--- src/hsl_pkg.sv ---
// ----------------------------------------------------------------------------
// hsl_pkg
// Shared types for the HSL to RGB conversion pipeline.
// ----------------------------------------------------------------------------
package hsl_pkg;

    // Hue ramp segment for one colour channel
    typedef enum logic [1:0] {
        RGN_UP,     // rising edge: p + d*6t
        RGN_Q,      // plateau at q
        RGN_DOWN,   // falling edge: p + d*(2/3 - t)*6
        RGN_P       // floor at p
    } ramp_rgn_t;

    // Per-stage load enables, stage 1 nearest the input
    typedef struct packed {
        logic s1;
        logic s2;
        logic s3;
        logic s4;
    } pipe_en_t;

endpackage

--- src/hsl_front.sv ---
// ----------------------------------------------------------------------------
// hsl_front
// Stage 1: saturates S and L to one and forms the L*S product.
// ----------------------------------------------------------------------------
module hsl_front #(
    parameter int FRAC_BITS = 16
) (
    input  logic                     aclk,
    input  logic                     en,
    input  logic [FRAC_BITS:0]       saturation,
    input  logic [FRAC_BITS:0]       lightness,
    output logic [FRAC_BITS:0]       s_reg,
    output logic [FRAC_BITS:0]       l_reg,
    output logic [2*FRAC_BITS+1:0]   ls_reg,
    output logic                     s_zero_reg
);

    localparam logic [FRAC_BITS:0] ONE = {1'b1, {FRAC_BITS{1'b0}}};

    logic [FRAC_BITS:0]     s_next;
    logic [FRAC_BITS:0]     l_next;
    logic [2*FRAC_BITS+1:0] ls_next;

    always_comb begin
        s_next  = (saturation > ONE) ? ONE : saturation;
        l_next  = (lightness > ONE) ? ONE : lightness;
        ls_next = (2*FRAC_BITS+2)'(s_next) * (2*FRAC_BITS+2)'(l_next);
    end

    always_ff @(posedge aclk) begin
        if (en) begin
            s_reg      <= s_next;
            l_reg      <= l_next;
            ls_reg     <= ls_next;
            s_zero_reg <= (s_next == '0);
        end
    end

endmodule

--- src/hsl_pq.sv ---
// ----------------------------------------------------------------------------
// hsl_pq
// Stage 2: forms q, p and the span d = q - p shared by all three channels.
// ----------------------------------------------------------------------------
module hsl_pq #(
    parameter int FRAC_BITS = 16
) (
    input  logic                     aclk,
    input  logic                     en,
    input  logic [FRAC_BITS:0]       s,
    input  logic [FRAC_BITS:0]       l,
    input  logic [2*FRAC_BITS+1:0]   ls,
    input  logic                     s_zero,
    output logic [FRAC_BITS+1:0]     p_reg,
    output logic [FRAC_BITS+1:0]     q_reg,
    output logic [FRAC_BITS+1:0]     d_reg,
    output logic [FRAC_BITS:0]       l_reg,
    output logic                     grey_reg
);

    localparam logic [FRAC_BITS:0] HALF = {2'b01, {(FRAC_BITS-1){1'b0}}};

    logic [FRAC_BITS+1:0] ls_sh;
    logic [FRAC_BITS+1:0] twol;
    logic [FRAC_BITS+1:0] q_next;
    logic [FRAC_BITS+1:0] p_next;
    logic [FRAC_BITS+1:0] d_next;

    always_comb begin
        ls_sh = ls[2*FRAC_BITS+1:FRAC_BITS];
        twol  = {l, 1'b0};
        // l*(1+s) == l + l*s exactly, since l*ONE has no fraction to drop
        if (l < HALF) begin
            q_next = {1'b0, l} + ls_sh;
        end else begin
            q_next = {1'b0, l} + {1'b0, s} - ls_sh;
        end
        p_next = (twol > q_next) ? (twol - q_next) : '0;
        d_next = (q_next > p_next) ? (q_next - p_next) : '0;
    end

    always_ff @(posedge aclk) begin
        if (en) begin
            p_reg    <= p_next;
            q_reg    <= q_next;
            d_reg    <= d_next;
            l_reg    <= l;
            grey_reg <= s_zero;
        end
    end

endmodule

--- src/hsl_ramp.sv ---
// ----------------------------------------------------------------------------
// hsl_ramp
// One colour channel lane: hue segment decode, ramp multiply, final select.
// ----------------------------------------------------------------------------
module hsl_ramp
    import hsl_pkg::*;
#(
    parameter int FRAC_BITS = 16
) (
    input  logic                     aclk,
    input  pipe_en_t                 en,
    input  logic [FRAC_BITS-1:0]     t,
    input  logic [FRAC_BITS+1:0]     p,
    input  logic [FRAC_BITS+1:0]     q,
    input  logic [FRAC_BITS+1:0]     d,
    input  logic [FRAC_BITS:0]       l,
    input  logic                     grey,
    output logic [FRAC_BITS:0]       chan_reg
);

    localparam longint ONE_L = longint'(1) << FRAC_BITS;
    localparam logic [FRAC_BITS-1:0] SIXTH      = FRAC_BITS'(ONE_L / 6);
    localparam logic [FRAC_BITS-1:0] HALF       = FRAC_BITS'(ONE_L / 2);
    localparam logic [FRAC_BITS-1:0] TWO_THIRDS = FRAC_BITS'((2 * ONE_L) / 3);
    localparam logic [FRAC_BITS:0]   ONE        = {1'b1, {FRAC_BITS{1'b0}}};
    localparam int PROD_W = 2*FRAC_BITS + 3;

    // stage 1: segment decode
    ramp_rgn_t            rgn1_reg, rgn1_next;
    logic [FRAC_BITS:0]   fac1_reg, fac1_next;
    logic [FRAC_BITS-1:0] fall;
    logic [FRAC_BITS-1:0] x;
    logic [FRAC_BITS+2:0] x6;

    always_comb begin
        fall = TWO_THIRDS - t;
        if (t < SIXTH) begin
            rgn1_next = RGN_UP;
            x         = t;
        end else if (t < HALF) begin
            rgn1_next = RGN_Q;
            x         = '0;
        end else if (t < TWO_THIRDS) begin
            rgn1_next = RGN_DOWN;
            x         = fall;
        end else begin
            rgn1_next = RGN_P;
            x         = '0;
        end
        // 6x as 4x + 2x; never exceeds ONE inside a ramp segment
        x6        = (FRAC_BITS+3)'({x, 2'b00}) + (FRAC_BITS+3)'({x, 1'b0});
        fac1_next = x6[FRAC_BITS:0];
    end

    always_ff @(posedge aclk) begin
        if (en.s1) begin
            rgn1_reg <= rgn1_next;
            fac1_reg <= fac1_next;
        end
    end

    // stage 2: wait for p/q/d
    ramp_rgn_t          rgn2_reg;
    logic [FRAC_BITS:0] fac2_reg;

    always_ff @(posedge aclk) begin
        if (en.s2) begin
            rgn2_reg <= rgn1_reg;
            fac2_reg <= fac1_reg;
        end
    end

    // stage 3: d * ramp factor
    logic [PROD_W-1:0]    prod_reg, prod_next;
    ramp_rgn_t            rgn3_reg;
    logic [FRAC_BITS+1:0] p3_reg;
    logic [FRAC_BITS+1:0] q3_reg;
    logic [FRAC_BITS:0]   l3_reg;
    logic                 grey3_reg;

    assign prod_next = PROD_W'(d) * PROD_W'(fac2_reg);

    always_ff @(posedge aclk) begin
        if (en.s3) begin
            prod_reg  <= prod_next;
            rgn3_reg  <= rgn2_reg;
            p3_reg    <= p;
            q3_reg    <= q;
            l3_reg    <= l;
            grey3_reg <= grey;
        end
    end

    // stage 4: select, clamp, grey override
    logic [FRAC_BITS+3:0] v;
    logic [FRAC_BITS:0]   chan_next;

    always_comb begin
        case (rgn3_reg) inside
            RGN_UP, RGN_DOWN: v = (FRAC_BITS+4)'(p3_reg)
                                  + (FRAC_BITS+4)'(prod_reg[PROD_W-1:FRAC_BITS]);
            RGN_Q:            v = (FRAC_BITS+4)'(q3_reg);
            default:          v = (FRAC_BITS+4)'(p3_reg);
        endcase
        if (grey3_reg) begin
            chan_next = l3_reg;
        end else if (v > (FRAC_BITS+4)'(ONE)) begin
            chan_next = ONE;
        end else begin
            chan_next = v[FRAC_BITS:0];
        end
    end

    always_ff @(posedge aclk) begin
        if (en.s4) begin
            chan_reg <= chan_next;
        end
    end

endmodule

--- src/hsl_to_rgb_converter.sv ---
// ----------------------------------------------------------------------------
// hsl_to_rgb_converter
// Pipelined HSL to RGB conversion, one pixel per clock unless m_ready stalls.
// ----------------------------------------------------------------------------
// Converts a hue / saturation / lightness beat into a red / green / blue beat.
// Hue is a fraction of a turn (value / 2^FRAC_BITS); saturation, lightness and
// the outputs are unsigned fixed point where 2^FRAC_BITS means 1.0, and
// saturation or lightness above one are taken as one. Zero saturation gives
// grey at the lightness level. Products truncate, outputs clamp to 0..1.0.
// Throughput is one beat per clock unless m_ready stalls. There are four
// register stages; the accepting edge loads the first, and the beat then
// passes through the other three to m_*. The four stages are: S/L clamp
// and L*S multiply, q/p/span formation, one ramp multiply per channel, and
// the final segment select and clamp into the output register. Back-pressure
// on m_ready stalls only the stages that hold data, so bubbles are squeezed
// out and no beat is lost or repeated. No state survives between beats.
// ----------------------------------------------------------------------------
module hsl_to_rgb_converter
    import hsl_pkg::*;
#(
    parameter int FRAC_BITS = 16
) (
    input  logic                 aclk,
    input  logic                 aresetn,
    input  logic                 s_valid,
    output logic                 s_ready,
    input  logic [FRAC_BITS-1:0] s_hue,
    input  logic [FRAC_BITS:0]   s_saturation,
    input  logic [FRAC_BITS:0]   s_lightness,
    output logic                 m_valid,
    input  logic                 m_ready,
    output logic [FRAC_BITS:0]   m_red,
    output logic [FRAC_BITS:0]   m_green,
    output logic [FRAC_BITS:0]   m_blue
);

    localparam longint ONE_L = longint'(1) << FRAC_BITS;
    localparam logic [FRAC_BITS-1:0] THIRD = FRAC_BITS'(ONE_L / 3);

    // ---- pipeline control ----
    // Each stage loads when it is empty or its successor is loading.
    logic [3:0] valid_reg, valid_next;
    pipe_en_t   en;

    always_comb begin
        en.s4 = !valid_reg[3] || m_ready;
        en.s3 = !valid_reg[2] || en.s4;
        en.s2 = !valid_reg[1] || en.s3;
        en.s1 = !valid_reg[0] || en.s2;

        valid_next = valid_reg;
        if (en.s1) valid_next[0] = s_valid;
        if (en.s2) valid_next[1] = valid_reg[0];
        if (en.s3) valid_next[2] = valid_reg[1];
        if (en.s4) valid_next[3] = valid_reg[2];
    end

    always_ff @(posedge aclk) begin
        if (!aresetn) begin
            valid_reg <= '0;
        end else begin
            valid_reg <= valid_next;
        end
    end

    assign s_ready = en.s1;
    assign m_valid = valid_reg[3];

    // ---- stage 1: clamp and L*S ----
    logic [FRAC_BITS:0]     s1_s;
    logic [FRAC_BITS:0]     s1_l;
    logic [2*FRAC_BITS+1:0] s1_ls;
    logic                   s1_s_zero;

    hsl_front #(
        .FRAC_BITS (FRAC_BITS)
    ) u_front (
        .aclk       (aclk),
        .en         (en.s1),
        .saturation (s_saturation),
        .lightness  (s_lightness),
        .s_reg      (s1_s),
        .l_reg      (s1_l),
        .ls_reg     (s1_ls),
        .s_zero_reg (s1_s_zero)
    );

    // ---- stage 2: q, p, span ----
    logic [FRAC_BITS+1:0] s2_p;
    logic [FRAC_BITS+1:0] s2_q;
    logic [FRAC_BITS+1:0] s2_d;
    logic [FRAC_BITS:0]   s2_l;
    logic                 s2_grey;

    hsl_pq #(
        .FRAC_BITS (FRAC_BITS)
    ) u_pq (
        .aclk     (aclk),
        .en       (en.s2),
        .s        (s1_s),
        .l        (s1_l),
        .ls       (s1_ls),
        .s_zero   (s1_s_zero),
        .p_reg    (s2_p),
        .q_reg    (s2_q),
        .d_reg    (s2_d),
        .l_reg    (s2_l),
        .grey_reg (s2_grey)
    );

    // ---- stages 1 to 4: per-channel ramp lanes ----
    // Red sits a third of a turn ahead, blue a third behind; both wrap.
    logic [FRAC_BITS-1:0] t_red;
    logic [FRAC_BITS-1:0] t_blue;

    assign t_red  = s_hue + THIRD;
    assign t_blue = s_hue - THIRD;

    hsl_ramp #(
        .FRAC_BITS (FRAC_BITS)
    ) u_ramp_red (
        .aclk     (aclk),
        .en       (en),
        .t        (t_red),
        .p        (s2_p),
        .q        (s2_q),
        .d        (s2_d),
        .l        (s2_l),
        .grey     (s2_grey),
        .chan_reg (m_red)
    );

    hsl_ramp #(
        .FRAC_BITS (FRAC_BITS)
    ) u_ramp_green (
        .aclk     (aclk),
        .en       (en),
        .t        (s_hue),
        .p        (s2_p),
        .q        (s2_q),
        .d        (s2_d),
        .l        (s2_l),
        .grey     (s2_grey),
        .chan_reg (m_green)
    );

    hsl_ramp #(
        .FRAC_BITS (FRAC_BITS)
    ) u_ramp_blue (
        .aclk     (aclk),
        .en       (en),
        .t        (t_blue),
        .p        (s2_p),
        .q        (s2_q),
        .d        (s2_d),
        .l        (s2_l),
        .grey     (s2_grey),
        .chan_reg (m_blue)
    );

endmodule

--- config.mk ---
export PLATFORM = sky130hd
export DESIGN_NAME = hsl_to_rgb_converter
export DESIGN_NICKNAME = d
export VERILOG_FILES = /design/src/hsl_pkg.sv /design/src/hsl_front.sv /design/src/hsl_pq.sv /design/src/hsl_ramp.sv /design/src/hsl_to_rgb_converter.sv
export SDC_FILE = /design/constraint.sdc
export NUM_CORES = 2
export LEC_CHECK = 0
export BUFFER_PORTS_ARGS = -buffer_cell sky130_fd_sc_hd__buf_2
export CAP_MARGIN = 10
export CORE_ASPECT_RATIO = 0.9
export CORE_MARGIN = 2
export CORE_UTILIZATION = 35
export CTS_CLUSTER_SIZE = 20
export DETAILED_ROUTE_END_ITERATION = 7
export GPL_TIMING_DRIVEN = 0
export HOLD_SLACK_MARGIN = 0.03
export PLACE_DENSITY = 0.53
export REMOVE_ABC_BUFFERS = 1
export SLEW_MARGIN = 40
export SYNTH_ARGS = -nofsm -noshare
export SYNTH_HDL_FRONTEND = slang
export SYNTH_HIERARCHICAL = 1
export SYNTH_SLANG_ARGS = --single-unit
export TNS_END_PERCENT = 30
--- constraint.sdc ---
create_clock -name aclk -period 10.58 [get_ports aclk]
set_input_delay 1.058 -clock aclk [delete_from_list [all_inputs] [get_ports aclk]]
set_output_delay 1.058 -clock aclk [all_outputs]
set_load 0.01 [all_outputs]
======== Yosys cells after proc, flatten, opt, wreduce, memory -nomap -nowiden ========
Index checks and enable logic that the tools add are counted.
operators by class
  add/sub/neg operators ................... 16
  multiply operators ...................... 4
  order comparisons ....................... 17
  equal/unequal tests ..................... 6
  multiplexer cells ....................... 31
  reduce and logical (&&, ||, !) cells .... 18
operators by type and width
  cell                                                              number
  two-way mux 16 bit                                                9
  two-way mux 17 bit                                                8
  multiplier 18 x 17 -> 35 bit                                      3
  less-than comparator 16 bit (second input constant)               6
  two-way mux 18 bit                                                5
  adder 18 x 19 -> 20 bit                                           3
  greater-than comparator 20 x 17 -> 1 bit (second input constant)  3
  two-way mux 20 bit                                                3
  subtractor 18 bit                                                 3
  adder 17 bit                                                      3
  less-than comparator 16 x 14 -> 1 bit (second input constant)     3
  subtractor 16 bit (first input constant)                          3
  greater-than comparator 18 bit                                    2
  greater-than comparator 17 bit (second input constant)            2
  multiplier 17 x 17 -> 34 bit                                      1
  adder 17 x 17 -> 18 bit                                           1
  adder 17 x 18 -> 18 bit                                           1
  zero test 17 bit                                                  1
  less-than comparator 17 x 16 -> 1 bit (second input constant)     1
  adder 16 x 15 -> 16 bit (second input constant)                   1
  subtractor 16 x 15 -> 16 bit (second input constant)              1
  OR reduction 2 bit                                                6
  equality test 2 x 1 -> 1 bit (second input constant)              3
  equality test 2 bit (second input constant)                       3
  other kinds (4)                                                   17
storage, ports and cells
  register bits ........................... 475
  input port bits ......................... 54
  output and inout bits ................... 53
  logic and storage cells ................. 133

======== Logic depth before layout (Yosys ltp) ========
  word-level depth ........................ 6
  gate-level depth with buffers ........... 34
  depth with buffers taken out ............ 33

======== Modules after synthesis ========
The synthesis kept the hierarchy.
by module, submodules not included
  module                   times used  cells an instance  area each (um^2)  sequential area each (um^2)
  hsl_ramp (u_ramp_blue)   1           1539               15768.9           3843.7
  hsl_ramp (u_ramp_red)    1           1563               15765.1           3843.7
  hsl_ramp (u_ramp_green)  1           1536               15571.2           3843.7
  hsl_front                1           1267               11747.5           2072.0
  hsl_pq                   1           689                6480.0            2162.1
  hsl_to_rgb_converter     1           122                862.1             80.1

======== Worst setup path after synthesis ========
Ideal clock, no wire load.
  path type ............................... input to register
  start point ............................. input s_lightness[15]
  end point ............................... register u_front.ls_reg[30] (data pin)
  library setup time ...................... 0.256 ns
  data arrival time ....................... 7.202 ns
  required time ........................... 10.324 ns
  slack ................................... 3.122 ns
  stages .................................. 28
  path buffers ............................ 2
  cells stage by stage .................... nor4_1 > nand4_1 > nand2_1 > buf_2 > nand2_1 > inv_1 > clkbuf_1 > nand2_1 > fa_1 > fa_1 > inv_1 > fa_1 > inv_1 > fa_1 > inv_1 > fa_1 > inv_1 > fa_1 > inv_1 > ha_1 > nand3_2 > or2_1 > o21ba_4 > o21ai_2 > a211oi_2 > nor2b_2 > mux2_1 > and4_1
on the way
  longest elaborated chain between the ends .. 3
ends and longest elaborated chain
  element                         line                        text
  from (decl)                     hsl_to_rgb_converter.sv:29  input logic [FRAC_BITS:0] s_lightness,
  greater-than comparator 17 bit  hsl_front.sv:26             l_next = (lightness > ONE) ? ONE : lightness;
  two-way mux 17 bit              hsl_front.sv:26
  via u_front.l_next[4]           hsl_front.sv:21             logic [FRAC_BITS:0] l_next;
  multiplier 17 x 17 -> 34 bit    hsl_front.sv:27             ls_next = (2*FRAC_BITS+2)'(s_next) * (2*FRAC_BITS+2)'(l_next);
  via u_front.ls_next[30]         hsl_front.sv:22             logic [2*FRAC_BITS+1:0] ls_next;
  to (signal assigned)            hsl_front.sv:34             ls_reg <= ls_next;
  to (decl)                       hsl_front.sv:14             output logic [2*FRAC_BITS+1:0] ls_reg,
The timed path passes the listed nets, and every way through them passes these cells.
A chain may end at the register's enable or synchronous reset.

======== Worst setup path after layout ========
  start point ............................. input s_lightness[15]
  end point ............................... register u_front.ls_reg[33] (data pin)
on the way
  longest elaborated chain between the ends .. 3
ends and longest elaborated chain
  element                           line
  greater-than comparator 17 bit    hsl_front.sv:26
  two-way mux 17 bit (*)            hsl_front.sv:26
  multiplier 17 x 17 -> 34 bit (*)  hsl_front.sv:27
  via u_front.ls_next[33]           hsl_front.sv:22
The timed path passes the listed nets; every way through them passes the cells marked *.

==> results.py <==
metrics = {
    "logic_synthesis": {
        "yosysWarnings": 6,
        "netlist_instances": 6671,
        "syn_avg_cell_area_um2": 9.82,
        "syn_area_mm2": 0.0655,
    },
    "clock_network": {
        "cts_sinks": 513,
        "hold_buffers": 0,
        "cts.clk_slew.worst_paths_ns": 0.06,
        "cts_buffer_depth": 3,
        "postCtsSetupBuffers": 0,
        "cts-htree-levels": 2,
        "root_buffer": "clkbuf_16",
        "numCtsBuffers": 53,
        "insertion_delay_ns": 0.65,
        "cts_tree": "done",
        "post_cts_resized": 0,
    },
    "sta": {
        "worst_pin_slew_ns": 0.879,
        "setup_viol": 0,
        "clock.fmax_ghz": 0.111,
        "skew_ns": 0.0333,
        "slew_viol_final": 0,
        "min_period_ns": 8.98,
        "max-slew-margin-rel": 0.414,
        "rsz0062_at_grt": "false",
        "fin_crit_sh": 0.848,
        "fin_setup_tns_ns": 0,
        "hold_viol": 0,
    },
    "critical_path": {
        "crit_family": "adder cells",
        "cp.arrival_ns": 9.42,
        "critPathMaxStageDelay_ns": 0.59,
        "critPathCaptureType": "register",
        "path_class": "primary input to register",
        "worstPathMaxFanout": 21,
        "path_buf_inv": 7,
        "crit_path_start_kind": "primary input",
        "crit_path_top_delay_cell": "nor4_2",
        "worst_ep_required_time_ns": 11.02,
    },
    "routing": {
        "drtIter0Drc": 2933,
        "wire_per_inst_um": 19.0,
        "vias": 46200,
        "first_pass_iters": 6,
        "wirelength_um": 175000,
        "drt_drc_violations_left": 0,
        "vias_per_cell": 5.02,
        "ant_nets": 0,
    },
    "die": {
        "die_area_mm2": 0.191,
        "fp.dieW_um": 460,
        "rows": 150,
        "core_mm2": 0.186,
        "fp.dieH_um": 415,
        "initial_utilization": 0.353,
        "ios": 107,
    },
    "worst_hold_path": {
        "hp-class": "register to register",
    },
    "run_status": {
        "status": "complete, no violations",
    },
    "global_route": {
        "grt_start_max_net_pins": 72,
        "grt_pass1_wl_um": 280000,
        "antenna_found_initial": 2,
        "grt_pass1_vias": 49100,
        "grt.overflow.total": 0,
        "grt_usage": 0.187,
    },
    "flow_run": {
        "cap_violations": 0,
    },
    "place": {
        "gp_congestion": 0.879,
        "dp_hpwl_um": 144000,
        "port_buffers": 106,
    },
    "final_layout": {
        "area_growth_pct": 9.09,
        "nets": 8323,
        "layout-drive-gt1-share": 0.0633,
    },
}
-- placed cells by master (no fill, tap or decap), types with 88 or more instances in the layout --
| cell | n |
|---|---|
| edfxtp_1 | 509 |
| inv_1 | 1244 |
| a21oi_1 | 231 |
| buf_6 | 88 |
| xnor2_1 | 144 |
| nor2_1 | 283 |
| o21ai_0 | 142 |
| nand2_1 | 808 |
| and2_1 | 466 |
| fa_1 | 913 |
| ha_1 | 632 |
| buf_2 | 106 |
-- worst paths after layout --
path / slack [ns] / startpoint / depth (start not counted) / end
hold / removal: 0.41 / u_ramp_red/fac1_reg[4] / 0 / u_ramp_red/fac2_reg[4]
setup reg to reg: 1.73 / u_front/l_reg[1] / 30 / u_pq/d_reg[2]
hold reg to reg: 0.41 / u_ramp_red/fac1_reg[4] / 0 / u_ramp_red/fac2_reg[4]
setup / recovery: 1.60 / s_lightness[15] / 27 / u_front/ls_reg[33]
-- metal layers --
metal,wire (um),track usage,vias up
li1,-,-,21600
met1,79000,0.251,23400
met2,84300,0.319,980
met3,6160,0.0154,240
met4,5740,0.0592,0
met5,0,0,-
-- metrics by stage --
step / area [um^2] / instances / utilization / worst slack [ns] / hold slack (ns)
2_1_floorplan: 64500 / 6437 / - / 3.12 / 0.400
3_3_place_gp: 68100 / 8975 / 0.366 / 0.789 / 0.402
3_5_place_dp: 69700 / 9098 / 0.375 / 0.998 / 0.405
4_1_cts: 71400 / 9194 / 0.385 / 1.63 / 0.410
5_1_grt: 71500 / 9198 / 0.385 / 1.14 / 0.415
6_report: 71500 / 9202 / 0.385 / 1.60 / 0.408
-- area by class of cell --
cell class	count	area, um^2
fillers	18400	114000
multi-input cells	4671	44500
well taps	2432	3040
repair buffers	232	2160
inverters	1253	4710
flip-flops and latches	513	15400
clock inverters	38	367
clock buffers	58	1350
diodes	5	12.5
Power is not shown: default switching activity piles up to over one toggle a cycle in this logic, so the estimate is an artifact.
